`src/hdl/sc2a_pkg.sv`:
```
// ----------------------------------------------------------------------------
// sc2a_pkg
// Shared constants, key tables and types for the set-1 scancode decoder.
// ----------------------------------------------------------------------------
`default_nettype none

package sc2a_pkg;

	localparam int unsigned CODE_W = 8;
	localparam int unsigned CHAR_W = 8;

	// number of keys with a table entry
	localparam int unsigned KEYMAP_ENTRIES = 58;
	localparam int unsigned KEY_IDX_W = $clog2(KEYMAP_ENTRIES);

	localparam logic [CODE_W-1:0] CODE_PREFIX      = 8'hE0;
	localparam logic [CODE_W-1:0] CODE_SHIFT_MAKE  = 8'h2A;
	localparam logic [CODE_W-1:0] CODE_SHIFT_BREAK = 8'hAA;
	localparam logic [CODE_W-1:0] CODE_CTRL_MAKE   = 8'd29;
	localparam logic [CODE_W-1:0] CODE_CTRL_BREAK  = 8'd157;
	localparam logic [CODE_W-1:0] CODE_UP          = 8'h48;
	localparam logic [CODE_W-1:0] CODE_DOWN        = 8'h50;
	localparam logic [CODE_W-1:0] CODE_RIGHT       = 8'h4D;
	localparam logic [CODE_W-1:0] CODE_LEFT        = 8'h4B;

	localparam logic [CHAR_W-1:0] CTRL_THRESHOLD = 8'd64;
	localparam logic [CHAR_W-1:0] CTRL_REDUCTION = 8'd96;

	localparam logic [CHAR_W-1:0] CHAR_ESC     = 8'h1B;
	localparam logic [CHAR_W-1:0] CHAR_BRACKET = 8'h5B;
	localparam logic [CHAR_W-1:0] CHAR_A       = 8'h41;
	localparam logic [CHAR_W-1:0] CHAR_B       = 8'h42;
	localparam logic [CHAR_W-1:0] CHAR_C       = 8'h43;
	localparam logic [CHAR_W-1:0] CHAR_D       = 8'h44;

	// result kinds
	localparam logic [1:0] RES_NONE = 2'd0;
	localparam logic [1:0] RES_ONE  = 2'd1;
	localparam logic [1:0] RES_SEQ  = 2'd2;

	// bytes still to send for one result
	localparam int unsigned REM_W = 2;
	localparam logic [REM_W-1:0] REM_EMPTY = 2'd0;
	localparam logic [REM_W-1:0] REM_LAST  = 2'd1;
	localparam logic [REM_W-1:0] REM_MID   = 2'd2;
	localparam logic [REM_W-1:0] REM_FIRST = 2'd3;

	typedef struct packed {
		logic [1:0]        kind;
		logic [CHAR_W-1:0] ch;    // single char, or final letter of a sequence
	} sc2a_result_t;

	localparam logic [CHAR_W-1:0] PLAIN_MAP [0:KEYMAP_ENTRIES-1] = '{
		8'h00, 8'h1B, 8'h31, 8'h32, 8'h33, 8'h34, 8'h35, 8'h36,
		8'h37, 8'h38, 8'h39, 8'h30, 8'h2D, 8'h3D, 8'h08, 8'h09,
		8'h71, 8'h77, 8'h65, 8'h72, 8'h74, 8'h79, 8'h75, 8'h69,
		8'h6F, 8'h70, 8'h5B, 8'h5D, 8'h0A, 8'h00, 8'h61, 8'h73,
		8'h64, 8'h66, 8'h67, 8'h68, 8'h6A, 8'h6B, 8'h6C, 8'h3B,
		8'h27, 8'h60, 8'h00, 8'h5C, 8'h7A, 8'h78, 8'h63, 8'h76,
		8'h62, 8'h6E, 8'h6D, 8'h2C, 8'h2E, 8'h2F, 8'h00, 8'h00,
		8'h00, 8'h20
	};

	localparam logic [CHAR_W-1:0] SHIFTED_MAP [0:KEYMAP_ENTRIES-1] = '{
		8'h00, 8'h1B, 8'h21, 8'h40, 8'h23, 8'h24, 8'h25, 8'h5E,
		8'h26, 8'h2A, 8'h28, 8'h29, 8'h5F, 8'h2B, 8'h08, 8'h09,
		8'h51, 8'h57, 8'h45, 8'h52, 8'h54, 8'h59, 8'h55, 8'h49,
		8'h4F, 8'h50, 8'h7B, 8'h7D, 8'h0A, 8'h00, 8'h41, 8'h53,
		8'h44, 8'h46, 8'h47, 8'h48, 8'h4A, 8'h4B, 8'h4C, 8'h3A,
		8'h22, 8'h7E, 8'h00, 8'h7C, 8'h5A, 8'h58, 8'h43, 8'h56,
		8'h42, 8'h4E, 8'h4D, 8'h3C, 8'h3E, 8'h3F, 8'h00, 8'h00,
		8'h00, 8'h20
	};

endpackage

`default_nettype wire

```
`src/hdl/sc2a_decode.sv`:
```
// ----------------------------------------------------------------------------
// sc2a_decode
// Modifier and prefix flags plus the per-scancode translation.
// ----------------------------------------------------------------------------
`default_nettype none

module sc2a_decode (
	input  wire logic                      clk,
	input  wire logic                      arst_n,
	input  wire logic [sc2a_pkg::CODE_W-1:0] code,
	input  wire logic                      fire,    // code retires this cycle
	output sc2a_pkg::sc2a_result_t         result
);
	import sc2a_pkg::*;

	logic shift_q, ctrl_q, prefix_q;
	logic shift_d, ctrl_d, prefix_d;
	logic [CHAR_W-1:0] key_ch;
	logic [CHAR_W-1:0] arrow_ch;
	logic [KEY_IDX_W-1:0] key_idx;

	assign key_idx = code[KEY_IDX_W-1:0];

	always_comb begin
		key_ch = shift_q ? SHIFTED_MAP[key_idx] : PLAIN_MAP[key_idx];
		if (ctrl_q && key_ch >= CTRL_THRESHOLD) begin
			key_ch = key_ch - CTRL_REDUCTION;
		end
	end

	always_comb begin
		unique case (code)
			CODE_UP:    arrow_ch = CHAR_A;
			CODE_DOWN:  arrow_ch = CHAR_B;
			CODE_RIGHT: arrow_ch = CHAR_C;
			CODE_LEFT:  arrow_ch = CHAR_D;
			default:    arrow_ch = '0;
		endcase
	end

	always_comb begin
		shift_d     = shift_q;
		ctrl_d      = ctrl_q;
		prefix_d    = prefix_q;
		result.kind = RES_NONE;
		result.ch   = key_ch;
		priority if (code == CODE_PREFIX) begin
			prefix_d = 1'b1;
		end else if (code == CODE_SHIFT_MAKE) begin
			shift_d = 1'b1;
		end else if (code == CODE_SHIFT_BREAK) begin
			shift_d = 1'b0;
		end else if (code == CODE_CTRL_MAKE) begin
			ctrl_d = 1'b1;
		end else if (code == CODE_CTRL_BREAK) begin
			ctrl_d = 1'b0;
		end else if (code[CODE_W-1]) begin
			prefix_d = 1'b0;
		end else begin
			prefix_d = 1'b0;
			if (prefix_q && arrow_ch != '0) begin
				result.kind = RES_SEQ;
				result.ch   = arrow_ch;
			end else if (code < CODE_W'(KEYMAP_ENTRIES) && key_ch != '0) begin
				result.kind = RES_ONE;
			end
		end
	end

	always_ff @(posedge clk or negedge arst_n) begin
		if (!arst_n) begin
			shift_q  <= 1'b0;
			ctrl_q   <= 1'b0;
			prefix_q <= 1'b0;
		end else if (fire) begin
			shift_q  <= shift_d;
			ctrl_q   <= ctrl_d;
			prefix_q <= prefix_d;
		end
	end

endmodule

`default_nettype wire

```
`src/hdl/sc2a_emit.sv`:
```
// ----------------------------------------------------------------------------
// sc2a_emit
// Result register: sends one byte or the three-byte arrow sequence.
// ----------------------------------------------------------------------------
`default_nettype none

module sc2a_emit (
	input  wire logic                        clk,
	input  wire logic                        arst_n,
	input  sc2a_pkg::sc2a_result_t           result,
	input  wire logic                        load,
	output logic                             can_load,
	output logic                             m_tvalid,
	input  wire logic                        m_tready,
	output logic [sc2a_pkg::CHAR_W-1:0]      m_tdata,   // [7:0] char_byte
	output logic                             m_tlast    // last_of_run
);
	import sc2a_pkg::*;

	logic [REM_W-1:0]  rem_q;
	logic [REM_W-1:0]  rem_after;
	logic [CHAR_W-1:0] ch_q;

	assign m_tvalid  = (rem_q != REM_EMPTY);
	assign m_tlast   = (rem_q == REM_LAST);
	assign rem_after = (m_tvalid && m_tready) ? rem_q - REM_LAST : rem_q;
	assign can_load  = (rem_after == REM_EMPTY);

	always_comb begin
		unique case (rem_q)
			REM_FIRST: m_tdata = CHAR_ESC;
			REM_MID:   m_tdata = CHAR_BRACKET;
			default:   m_tdata = ch_q;
		endcase
	end

	always_ff @(posedge clk or negedge arst_n) begin
		if (!arst_n) begin
			rem_q <= REM_EMPTY;
		end else if (load && result.kind == RES_SEQ) begin
			rem_q <= REM_FIRST;
		end else if (load && result.kind == RES_ONE) begin
			rem_q <= REM_LAST;
		end else begin
			rem_q <= rem_after;
		end
	end

	always_ff @(posedge clk) begin
		if (load) begin
			ch_q <= result.ch;
		end
	end

endmodule

`default_nettype wire

```
`src/hdl/scancode_to_ascii_decoder_core.sv`:
```
// ----------------------------------------------------------------------------
// scancode_to_ascii_decoder_core
// Set-1 PC keyboard scancode to ASCII translator, US layout.
// ----------------------------------------------------------------------------
//
//  Channel | Dir | Transfer carries
//  --------+-----+-----------------------------------------------------
//  s_*     | in  | tdata[7:0] scancode (bit 7 = key release)
//  m_*     | out | tdata[7:0] char_byte, tlast = last_of_run
//
//  Flow: a scancode is decoded in the input register and its result is
//  loaded into the output register when the scancode retires. With
//  m_tready high, codes that give no byte or one byte never wait on
//  each other, so one transfer per cycle is sustained; an arrow key holds
//  the output register for ESC, '[' and the letter; the input register waits.
//  Reset (arst_n low, asynchronous) clears the shift, ctrl and E0 flags and
//  both valid flags. A stall on m_tready backs up into s_tready.
//
`default_nettype none

module scancode_to_ascii_decoder_core (
	input  wire logic                          clk,
	input  wire logic                          arst_n,
	// input stream
	input  wire logic                          s_tvalid,
	output logic                               s_tready,
	input  wire logic [sc2a_pkg::CODE_W-1:0]   s_tdata,   // [7:0] scancode
	// output stream
	output logic                               m_tvalid,
	input  wire logic                          m_tready,
	output logic [sc2a_pkg::CHAR_W-1:0]        m_tdata,   // [7:0] char_byte
	output logic                               m_tlast    // last_of_run
);
	import sc2a_pkg::*;

	logic                valid_s1;
	logic [CODE_W-1:0]   code_s1;
	sc2a_result_t        result;
	logic                can_load;
	logic                advance;

	// the input register retires when its result (if any) fits the output
	// register; codes that give nothing never wait on the output side
	assign advance  = valid_s1 && (result.kind == RES_NONE || can_load);
	assign s_tready = !valid_s1 || advance;

	always_ff @(posedge clk or negedge arst_n) begin
		if (!arst_n) begin
			valid_s1 <= 1'b0;
		end else if (s_tready) begin
			valid_s1 <= s_tvalid;
		end
	end

	always_ff @(posedge clk) begin
		if (s_tready && s_tvalid) begin
			code_s1 <= s_tdata;
		end
	end

	sc2a_decode u_decode (
		.clk    (clk),
		.arst_n (arst_n),
		.code   (code_s1),
		.fire   (advance),
		.result (result)
	);

	sc2a_emit u_emit (
		.clk      (clk),
		.arst_n   (arst_n),
		.result   (result),
		.load     (advance && result.kind != RES_NONE),
		.can_load (can_load),
		.m_tvalid (m_tvalid),
		.m_tready (m_tready),
		.m_tdata  (m_tdata),
		.m_tlast  (m_tlast)
	);

endmodule

`default_nettype wire

```
`config.mk`:
```
export PLATFORM = sky130hd
export DESIGN_NAME = scancode_to_ascii_decoder_core
export DESIGN_NICKNAME = d
export VERILOG_FILES = /design/src/hdl/sc2a_pkg.sv /design/src/hdl/sc2a_decode.sv /design/src/hdl/sc2a_emit.sv /design/src/hdl/scancode_to_ascii_decoder_core.sv
export SDC_FILE = /design/constraint.sdc
export NUM_CORES = 1
export LEC_CHECK = 0
export ABC_AREA = 1
export ABC_CLOCK_PERIOD_IN_PS = 5000
export BUFFER_PORTS_ARGS = -buffer_cell sky130_fd_sc_hd__buf_2
export CAP_MARGIN = 20
export CORE_MARGIN = 2
export CORE_UTILIZATION = 50
export DETAILED_ROUTE_END_ITERATION = 10
export MAX_ROUTING_LAYER = met4
export PLACE_DENSITY = 0.75
export REMOVE_ABC_BUFFERS = 1
export SYNTH_ARGS = -nofsm -noshare
export SYNTH_HDL_FRONTEND = slang
export SYNTH_SLANG_ARGS = --single-unit
```
`constraint.sdc`:
```
create_clock -name clk -period 5 [get_ports clk]
set_input_delay 0.25 -clock clk [delete_from_list [all_inputs] [get_ports clk]]
set_output_delay 0.25 -clock clk [all_outputs]
set_load 0.05 [all_outputs]
```
# Word-level counts from Yosys, hierarchy flattened
# Memories as Yosys holds them, arrays and structs flattened.
# Cells that the tools add are included.
# totals
reg_bits	22
mem_bits_ro	1024
inputBits	12
out_inout_bits	11
word_cells	88
mem_count	2
# mem_list
name	depth	width	rd	rd_clocked_by_memory_dff	wr	line_no	text
(no name shown)	64	8	1	0	0	sc2a_decode.sv:25	key_ch = shift_q ? SHIFTED_MAP[key_idx] : PLAIN_MAP[key_idx];
(no name shown)	64	8	1	0	0	sc2a_decode.sv:25	
# op_classes
add_sub_neg	2
magnitude_cmp	3
eq_ne	18
mux	29
bitwise	4
reduce_logical	23
# ops
operator	count
$mux 10	6
$mux 8	7
$eq 8x7->1 const B	4
$pmux 7 s4	1
$eq 8x8->1 const B	3
$pmux 8 s2	1
$reduce_bool 8->1	2
$mux 1	10
$reduce_and 5->1	2
$logic_and 1x1->1	9
$eq 8x5->1 const B	1
$eq 8x6->1 const B	1
$ge 8x7->1 const B	1
$lt 8x6->1 const B	1
$mux 2	4
$ne 2x1->1 const B	4
$reduce_bool 2->1	4
$sub 8x7->8 const B	1
$ge 7x7->1 const B	1
$not 6->7	1
$eq 2x2->1 const B	3
$eq 2x1->1 const B	2
$logic_not 2->1	2
$not 1->1	3
other kinds (4)	5

# Longest topological paths before layout
# Gate-level depths: netlist (run 1).
# depth
ltp_word	25
depth_mapped	22
mapped_depth_nobuf	21

# Cells and area by module
# A second synthesis (run 1) with hierarchy kept.
# unflattened
cells_unflattened	365
hier_area_um2	2294.7
# modules_own_cells
module	instances	cells_each	area_per_inst_um2	seq_area_each_um2
sc2a_decode	1	295	1466.4	75.1
sc2a_emit	1	50	505.5	290.3
scancode_to_ascii_decoder_core	1	20	322.8	265.3

# Worst setup path after synthesis (run 1)
# OpenSTA, ideal clock, no wires.
# synth_path
path_type	flip-flop to flip-flop
startpoint	register code_s1[1]
endpoint	register code_s1[0], enable pin
setup_time_ns	0.324
arrival_time_ns	2.700
required_time_ns	4.676
path_slack_ns	1.976
path_stages_with_launch	19
n_path_buf	0
period_less_slack_ns	3.024
path_cell_list	edfxtp_1 > inv_1 > ha_1 > inv_1 > nand2_1 > nand2_1 > nand3_1 > nand4_1 > nand2_1 > ha_1 > o31ai_1 > nand3_1 > nor2_1 > nand2_1 > nand2_1 > nand2_2 > nand3_2 > nand2_1 > inv_1
# synth_via
elab_chain_len	23
# synth_lines
item	line_no	text
start, declared	scancode_to_ascii_decoder_core.sv:37	logic [CODE_W-1:0] code_s1;
start signal, assigned	scancode_to_ascii_decoder_core.sv:57	code_s1 <= s_tdata;
$not 6->7 (not written as such)	sc2a_decode.sv:25	
$mem_v2 64x8	-	
$mux 8 (not written as such) (2 in series)	sc2a_decode.sv:25	
$mux 8	sc2a_decode.sv:25	
$ge 8x7->1	sc2a_decode.sv:26	if (ctrl_q && key_ch >= CTRL_THRESHOLD) begin
$logic_and 1x1->1	sc2a_decode.sv:26	
$mux 8	sc2a_decode.sv:26	
$reduce_bool 8->1	sc2a_decode.sv:64	end else if (code < CODE_W'(KEYMAP_ENTRIES) && key_ch != '0) begin
[7 not listed]	-	
$mux 10	sc2a_decode.sv:49	end else if (code == CODE_SHIFT_MAKE) begin
$mux 10 (*)	sc2a_decode.sv:47	priority if (code == CODE_PREFIX) begin
$logic_not 2->1 (*)	scancode_to_ascii_decoder_core.sv:44	assign advance = valid_s1 && (result.kind == RES_NONE || can_load);
$logic_or 1x1->1 (*)	scancode_to_ascii_decoder_core.sv:44	
$logic_and 1x1->1 (*)	scancode_to_ascii_decoder_core.sv:44	
$logic_or 1x1->1 (*)	scancode_to_ascii_decoder_core.sv:45	assign s_tready = !valid_s1 || advance;
via s_tready	scancode_to_ascii_decoder_core.sv:26	output logic s_tready,
$logic_and 1x1->1 (*)	scancode_to_ascii_decoder_core.sv:56	if (s_tready && s_tvalid) begin
# Mark *: on every way through the listed nets, which the timed path passes. The rest lies on a longest branch. The select of a mux whose other input is x is not followed.
# A chain may end at the register's enable or synchronous reset.

# Final worst setup path (run 1)
# layout_path
startpoint	register code_s1[3]
endpoint	output s_tready
# layout_via
elab_chain_len	22
# layout_lines
item	line_no	text
$not 6->7 (not written as such)	sc2a_decode.sv:25	
$mem_v2 64x8	-	
$mux 8 (not written as such) (2 in series)	sc2a_decode.sv:25	
$mux 8	sc2a_decode.sv:25	
$ge 8x7->1	sc2a_decode.sv:26	
$logic_and 1x1->1	sc2a_decode.sv:26	
$mux 8	sc2a_decode.sv:26	
$reduce_bool 8->1	sc2a_decode.sv:64	
[5 not listed]	-	
$mux 10	sc2a_decode.sv:53	end else if (code == CODE_CTRL_MAKE) begin
$mux 10	sc2a_decode.sv:51	end else if (code == CODE_SHIFT_BREAK) begin
$mux 10	sc2a_decode.sv:49	
$mux 10 (*)	sc2a_decode.sv:47	
$logic_not 2->1 (*)	scancode_to_ascii_decoder_core.sv:44	
$logic_or 1x1->1 (*)	scancode_to_ascii_decoder_core.sv:44	
$logic_and 1x1->1 (*)	scancode_to_ascii_decoder_core.sv:44	
$logic_or 1x1->1 (*)	scancode_to_ascii_decoder_core.sv:45	
end, declared	scancode_to_ascii_decoder_core.sv:26	
# Every way passes the cells marked *; elsewhere a longest branch is shown, timed or not. The select of a mux whose other input is x is not followed.

==> results of run 1 <==
-- worst paths after layout --
path | start | endpoint | slack, ps | depth (start not counted)
worst max-delay path | code_s1[3] | s_tready | 1360 | 16
worst min-delay path | s_tdata[1] | code_s1[1] | 160 | 1
worst max register to register | code_s1[3] | u_emit.ch_q[2] | 1450 | 17
worst min register to register | u_decode.ctrl_q | u_decode.ctrl_q | 500 | 2
max in group asynchronous | arst_n | u_decode.prefix_q | 4500 | 2
min in group asynchronous | arst_n | u_emit.rem_q[0] | 350 | 2
-- cells in the final DEF (no fill, tap or decap), types with 2 or more instances in the layout --
| cell | count |
|---|---|
| a31oi_1 | 2 |
| dfrtp_1 | 6 |
| nand2_2 | 2 |
| o21ai_0 | 15 |
| nor2_2 | 2 |
| nor4_1 | 2 |
| inv_1 | 43 |
| a21oi_1 | 11 |
| inv_2 | 2 |
| nand2_1 | 111 |
| buf_2 | 22 |
| or2_2 | 4 |
| edfxtp_1 | 16 |
| buf_4 | 2 |
| nor2_1 | 32 |
| clkbuf_8 | 4 |
| nand4_1 | 10 |
| nand3b_1 | 2 |
| nor2_4 | 2 |
| nand3_1 | 45 |
| ha_1 | 15 |
| nor3_1 | 5 |
-- registers in the layout, summed over array words and instances (netlist names) --
register / cells
u_decode.shift_q: 1
u_decode.prefix_q: 1
u_emit.rem_q: 2
u_decode.ctrl_q: 1
u_emit.ch_q: 8
code_s1: 8
valid_s1: 1
-- through the flow --
stage / cell area (um2) / util [%]
6_report: 2412 / 55.79
5_1_grt: 2412 / 55.79
4_1_cts: 2412 / 55.79
3_5_place_dp: 2347 / 54.28
3_3_place_gp: 2347 / 54.28
2_1_floorplan: 2157 / -
-- cells by family after synthesis --
group | after synthesis
xor+xnor | 1
flops | 22
fa+ha+maj | 15
buf+inv | 55
compound gates | 32
mux | 1
simple gates | 220
-- worst reg2reg max path: cells and delay by family (launching register included) --
family	cells	cell delay (ps)
AND/OR/NAND/NOR	12	1310
flip-flops	1	360
AO/OA/AOI/OAI	1	210
adder cells (fa/ha/maj)	1	300
buffers and inverters	3	1060
-- where the power goes --
| part | switching, uW | leakage, uW | internal [uW] | total [uW] |
|---|---|---|---|---|
| clock | 56.1 | 0.0000288 | 70.2 | 126 |
| sequential | 27.3 | 0.000228 | 223 | 251 |
| combinational | 333 | 0.000986 | 118 | 451 |
-- cell usage after synthesis (2+ instances only) --
| cell type | n | area [um2] |
|---|---|---|
| nand2_1 | 111 | 416.7 |
| or2_2 | 4 | 25.02 |
| nor2_4 | 2 | 22.52 |
| nand3_1 | 45 | 225.2 |
| buf_2 | 3 | 15.01 |
| inv_2 | 2 | 7.510 |
| nor2_1 | 32 | 120.1 |
| buf_4 | 5 | 37.54 |
| nand3b_1 | 2 | 15.01 |
| ha_1 | 15 | 187.7 |
| nor4_1 | 2 | 12.51 |
| nand2_2 | 2 | 12.51 |
| inv_1 | 43 | 161.4 |
| nand4_1 | 10 | 62.56 |
| o21ai_0 | 15 | 75.07 |
| nor2_2 | 2 | 12.51 |
| nor3_1 | 5 | 25.02 |
| a21oi_1 | 11 | 55.05 |
| dfrtp_1 | 6 | 150.1 |
| a31oi_1 | 2 | 12.51 |
| edfxtp_1 | 16 | 480.5 |
-- layer usage --
| metal | track usage, % | up-vias | wire length [um] |
|---|---|---|---|
| li1 | - | 1173 | - |
| met3 | 4.274 | 26 | 413 |
| met5 | - | - | 0 |
| met1 | 31.77 | 1037 | 2510 |
| met4 | 7.547 | 0 | 168 |
| met2 | 40.19 | 114 | 2773 |
-- layout make-up --
type                       instances  share of cell area [%]
clock buffer                       4                   2.282
inverter                          45                   7.002
sequential                        22                   26.14
timing repair buffer              25                   5.602
multi-input combinational        269                   56.28
tap                               52                   2.697
-- timing repair --
item | CTS | global route
endpoints found under the setup margin | 0 | 0
buffers inserted | 0 | 0
endpoints found under the hold margin | 6 | 0
hold buffers | 1 | 0
==> results.sh, run 1 <==
export IMPL_chipHeight_um=70.70
export IMPL_dp_cells=412
export IMPL_worstSetupPathType="flop to output port"
export IMPL_grt_max_degree=30
export IMPL_multi_input_area_um2=1358
export IMPL_totalPowerFinal_uw=828.1
export IMPL_core_rowCount=24
export IMPL_async_flop_share_pct=27.27
export IMPL_cp_end_kind="output port"
export IMPL_h_tree_depth=1
export IMPL_dpl_hpwl_mm=4.511
export IMPL_synth_edf_count=16
export IMPL_setup_viol=0
export IMPL_whs_ps=160.3
export IMPL_wl_mm=5.865
export IMPL_syn_avg_cell_area_um2=6.430
export IMPL_hold_path_class="input pin to flop"
export IMPL_gr_total_overflow=0
export IMPL_synthMuxAreaShare_pct=0.4499
export IMPL_gp_congestion=1.015
export IMPL_fin_crit_ps=3645
export IMPL_fillCellCount=452
export IMPL_synth_compound_area_share_pct=7.762
export IMPL_worst_path_max_fanout=29
export IMPL_syn_inst=346
export IMPL_critPathLaunchType="flop"
export IMPL_worst_ep_arrival_time_ps=3390
export IMPL_grt_pass1_vias=2171
export IMPL_num_io_pins=23
export IMPL_cp_data_required_time_ps=4750
export IMPL_power_leakage_uw=0.001243
export IMPL_hold_viol=0
export IMPL_wl_per_cell_um=14.06
export IMPL_numPortBuffers=22
export IMPL_crit_chain="buf_4 > inv_1 > nand3_1 > nand2_1 > nand2_1 > nand2_1 > nor2_1 > ha_1 > o31ai_1 > nand3_1 > nor2_1 > nand2_1 > nand2_1 > nand2_2 > nand3_2 > buf_2"
export IMPL_synth_seq_area_share_pct=28.35
export IMPL_setup_ws_ps=1355
export IMPL_cp_num_buf_inv=3
export IMPL_maxCapViolations=0
export IMPL_die_area_um2=4998
export IMPL_diodes=0
export IMPL_drive_above_1_share_pct=11.51
export IMPL_cts_resized=0
export IMPL_finalSetupTns_ps=0
export IMPL_die_w_um=70.70
export IMPL_ant_nets=0
export IMPL_path_clk_slew_ps=70
export IMPL_synth_seq_cells=22
export IMPL_synth_xor_xnor_area_share_pct=0.3937
export IMPL_clkLatencyLatePin_ps=260
export IMPL_cts_buffer_depth=2
export IMPL_dp_slack_ps=1510
export IMPL_slowest_stage="inv_1"
export IMPL_status="finished clean"
export IMPL_via_count=2350
export IMPL_yosysWarnings=0
export IMPL_max_freq_mhz=274.4
export IMPL_layout_area_overhead_vs_synth_pct=8.436
export IMPL_drt_iter0_markers=188
export IMPL_seq_area_um2=630.6
export IMPL_synth_cell_types=32
export IMPL_relSlewSlack_pct=53.72
export IMPL_synthSimpleGateAreaFrac_pct=43.98
export IMPL_cts_tree="yes"
export IMPL_nNetsFinal=393
export IMPL_synthAdderAreaFrac_pct=8.436
export IMPL_rsz0062_at_grt="false"
export IMPL_power_density_nw_per_um2=343.3
export IMPL_drc=0
export IMPL_grt_pass1_wl_mm=9.811
export IMPL_worstMarginPinSlew_ps=693.4
export IMPL_fin_crit_sh_pct=72.89
export IMPL_cts_made_buffers=3
export IMPL_grt_usage_pct=24.78
export IMPL_drtPass1Iterations=6
export IMPL_fin_cells=417
export IMPL_start_util_pct=51.45
export IMPL_cts_root_buf="clkbuf_8"
export IMPL_antenna_found_initial=0
export IMPL_cpPeakStageDelay_ps=550
export IMPL_maxSlewViolCount=0
export IMPL_syn_cell_area_um2=2225
export IMPL_cpLargestDelayFamily="simple AND/OR/NAND/NOR gates"
export IMPL_synth_flop_cell="edfxtp_1"
export IMPL_path_common_cell="nand2_1"
export IMPL_cts_sinks=22
export IMPL_core_area_um2=4324
export IMPL_skew_ps=4.729
export IMPL_viasPerCell=5.635
export IMPL_ir_drop_uv=196.7
export IMPL_synth_top_family_by_area="simple AND/OR/NAND/NOR gates"
Power figures use the tool's default switching activity.
==> inputs of run 2 (changes only) <==
--- a/config.mk
+++ b/config.mk
@@ -5,15 +5,15 @@
 export SDC_FILE = /design/constraint.sdc
 export NUM_CORES = 1
 export LEC_CHECK = 0
-export ABC_AREA = 1
-export ABC_CLOCK_PERIOD_IN_PS = 5000
+export ABC_AREA = 0
+export ABC_CLOCK_PERIOD_IN_PS = 3300
 export BUFFER_PORTS_ARGS = -buffer_cell sky130_fd_sc_hd__buf_2
 export CAP_MARGIN = 20
 export CORE_MARGIN = 2
 export CORE_UTILIZATION = 50
 export DETAILED_ROUTE_END_ITERATION = 10
 export MAX_ROUTING_LAYER = met4
-export PLACE_DENSITY = 0.75
+export PLACE_DENSITY = 0.78
 export REMOVE_ABC_BUFFERS = 1
 export SYNTH_ARGS = -nofsm -noshare
 export SYNTH_HDL_FRONTEND = slang
==> constraint.sdc (replaced) <==
create_clock -name clk -period 3.3 [get_ports clk]
set_input_delay 0.165 -clock clk [delete_from_list [all_inputs] [get_ports clk]]
set_output_delay 0.165 -clock clk [all_outputs]
set_load 0.05 [all_outputs]
==> run 2 against run 1 <==
  * The flow now finishes with violations (negative setup slack)
  * Critical path depth decreased by 1
  * Synthesized cell count decreased by 19%
  * Worst setup slack got worse by 1600 ps
  * Sequential cell count unchanged
  * First-iteration DRC count increased to 2.9 times the previous value
  * Non-clock buffer count increased by 69
  * Via count increased by 13%
  * Global-route usage increased by 5.3 points
  * Die area increased by 3.9%
  * Clock power increased by 97%
  * Largest cell class unchanged
==> results.sh, run 2 <==
export IMPL_num_io_pins=23
export IMPL_hold_path_class="input pin to flop"
export IMPL_drtPass1Iterations=8
export IMPL_wl_per_cell_um=19.17
export IMPL_cts_buffer_depth=2
export IMPL_gp_congestion=1.099
export IMPL_grt_pass1_wl_mm=11.90
export IMPL_top_layer="met4"
export IMPL_fin_crit_ps=3552
export IMPL_fin_area_um2=3186
export IMPL_cp_data_required_time_ps=3130
export IMPL_synth_seq_area_share_pct=27.23
export IMPL_gr_total_overflow=0
export IMPL_drt_met1_wl_mm=2.996
export IMPL_fin_cells=408
export IMPL_setup_ws_ps=-252.4
export IMPL_reg_largest_list="code_s1 x8, u_emit.ch_q x8, u_emit.rem_q x2"
export IMPL_grt_max_degree=17
export IMPL_nNetsFinal=384
export IMPL_max_freq_mhz=281.5
export IMPL_clkLatencyLatePin_ps=260
export IMPL_drt_iter0_markers=536
export IMPL_maxSlewViolCount=0
export IMPL_wl_met3_um=825
export IMPL_crit_chain="buf_6 > ha_2 > mux2_2 > nand3_2 > o311ai_2 > a311o_1 > inv_2 > ha_4 > nand3b_1 > a32oi_1 > o2111ai_2 > nor4_4 > buf_4 > or3_4 > buf_8"
export IMPL_power_density_nw_per_um2=486.6
export IMPL_grt_pass1_vias=2504
export IMPL_drive_above_1_share_pct=35.11
export IMPL_cpLargestDelayFamily="compound AO/OA/AOI/OAI gates"
export IMPL_worst_ep_arrival_time_ps=3390
export IMPL_utilization_pct=72.17
export IMPL_relSlewSlack_pct=63.48
export IMPL_maxCapViolations=0
export IMPL_power_leakage_uw=0.001325
export IMPL_fillCellCount=310
export IMPL_yosys_area_top_type_share_pct=20.75
export IMPL_synth_area_leaders="edfxtp_1 21%, ha_1 8.1%, dfrtp_1 6.5%"
export IMPL_cts_made_buffers=3
export IMPL_worstSetupPathType="flop to output port"
export IMPL_drc=0
export IMPL_diodes=0
export IMPL_syn_inst=279
export IMPL_cp_num_buf_inv=4
export IMPL_cts_root_buf="clkbuf_8"
export IMPL_synth_seq_cells=22
export IMPL_synth_most_common_cell="nand2_1"
export IMPL_layout_area_overhead_vs_synth_pct=37.55
export IMPL_yosys_top_cells_count="18 x nand2_1, 17 x inv_1, 17 x nor2_1"
export IMPL_most_common_layout_cells="64 x buf_4, 21 x buf_2, 18 x nand2_1, 16 x edfxtp_1"
export IMPL_die_area_um2=5193
export IMPL_yosys_area_top_type="edfxtp_1"
export IMPL_worstMarginPinSlew_ps=543.2
export IMPL_grt_usage_pct=30.09
export IMPL_setup_viol=9
export IMPL_cts_sinks=22
export IMPL_slowest_stage="edfxtp_1"
export IMPL_synth_flop_cell="edfxtp_1"
export IMPL_cp_end_kind="output port"
export IMPL_rsz0062_at_grt="true"
export IMPL_wl_met2_mm=3.596
export IMPL_path_clk_slew_ps=80
export IMPL_dpl_cell_area_um2=2814
export IMPL_via_count=2660
export IMPL_skew_ps=1.646
export IMPL_ir_drop_uv=429.1
export IMPL_failed_checks="negative setup slack"
export IMPL_antenna_found_initial=0
export IMPL_syn_avg_cell_area_um2=8.301
export IMPL_start_util_pct=52.47
export IMPL_core_rowCount=24
export IMPL_yosysWarnings=0
export IMPL_core_area_um2=4414
export IMPL_viasPerCell=6.520
export IMPL_synth_cell_types=61
export IMPL_wl_mm=7.820
export IMPL_die_w_um=72.06
export IMPL_synth_edf_count=16
export IMPL_cts_tree="yes"
export IMPL_layout_commonest_cell="buf_4"
export IMPL_status="complete, but fails checks"
export IMPL_fin_crit_sh_pct=107.6
export IMPL_dpl_hpwl_mm=5.407
export IMPL_h_tree_depth=1
export IMPL_syn_cell_area_um2=2316
export IMPL_numPortBuffers=22
export IMPL_chipHeight_um=72.06
export IMPL_worst_path_max_fanout=4
export IMPL_cpPeakStageDelay_ps=480
export IMPL_hold_viol=0
export IMPL_dp_cells=389
export IMPL_critPathLaunchType="flop"
export IMPL_ant_nets=0
export IMPL_async_flop_share_pct=27.27
run 2: cell families (layout without fill, tap and decap cells):
kind of cell / after synthesis / in the layout / synth area share (%)
DFF: 22 / 22 / 27.23
adders and majority gates: 15 / 15 / 8.104
muxes: 10 / 10 / 4.538
buffers and inverters: 38 / 115 / 7.294
and+or+nand+nor: 113 / 113 / 27.23
AOI/OAI and AO/OA: 79 / 79 / 24.85
xor gates and xnor gates: 2 / 2 / 0.7565
run 2: repair_timing:
action	in CTS	in global routing
pin swaps	10	8
resized for setup	22	16
endpoints found under the hold margin	6	0
hold buffers	1	0
setup endpoints to repair	17	20
buffers inserted	9	5
run 2: where the power goes:
part	leakage (uW)	switching (uW)	internal, uW
clock	0.0000357	85.7	162
combinational	0.00107	578	336
sequential	0.000221	49.9	339
run 2: layout make-up:
cell class | instances | area [um2] | area share (%)
Timing Repair Buffer | 94 | 698.2 | 21.92
Sequential cell | 22 | 630.6 | 19.80
Clock inverter | 1 | 30.03 | 0.9427
Inverter | 17 | 63.81 | 2.003
Tap cell | 52 | 65.06 | 2.042
Multi-Input combinational cell | 219 | 1657 | 52.00
Clock buffer | 3 | 41.29 | 1.296
run 2: path summary, 6_finish.rpt:
path,start,endpoint,slack [ps],depth (start not counted)
max in group asynchronous,arst_n,u_decode.shift_q,2900,2
hold / removal,s_tdata[0],code_s1[0],80,1
min in group asynchronous,arst_n,u_decode.ctrl_q,250,2
hold reg to reg,valid_s1,u_emit.rem_q[1],550,2
setup / recovery,code_s1[1],s_tready,-250,15
setup reg to reg,code_s1[1],code_s1[0],-230,16
run 2: metal layers:
metal  GRT usage, %  vias to the layer above
met4          11.11                        0
met3          5.694                       47
li1               -                     1208
met1          37.44                     1185
met2          48.73                      220
met5              -                        -
run 2: stage by stage:
stage | hold WS (ps) | TNS, ps | power (uW) | worst slack (ps)
2_1_floorplan | -130.6 | -13490 | 938.1 | -776.3
3_3_place_gp | -2.767 | -779.1 | 1179 | -58.31
3_5_place_dp | -0.9920 | -3322 | 1195 | -224.0
4_1_cts | 72.88 | -5221 | 1487 | -335.8
5_1_grt | 62.26 | -4478 | 1630 | -401.3
6_report | 75.08 | -2077 | 1550 | -252.4
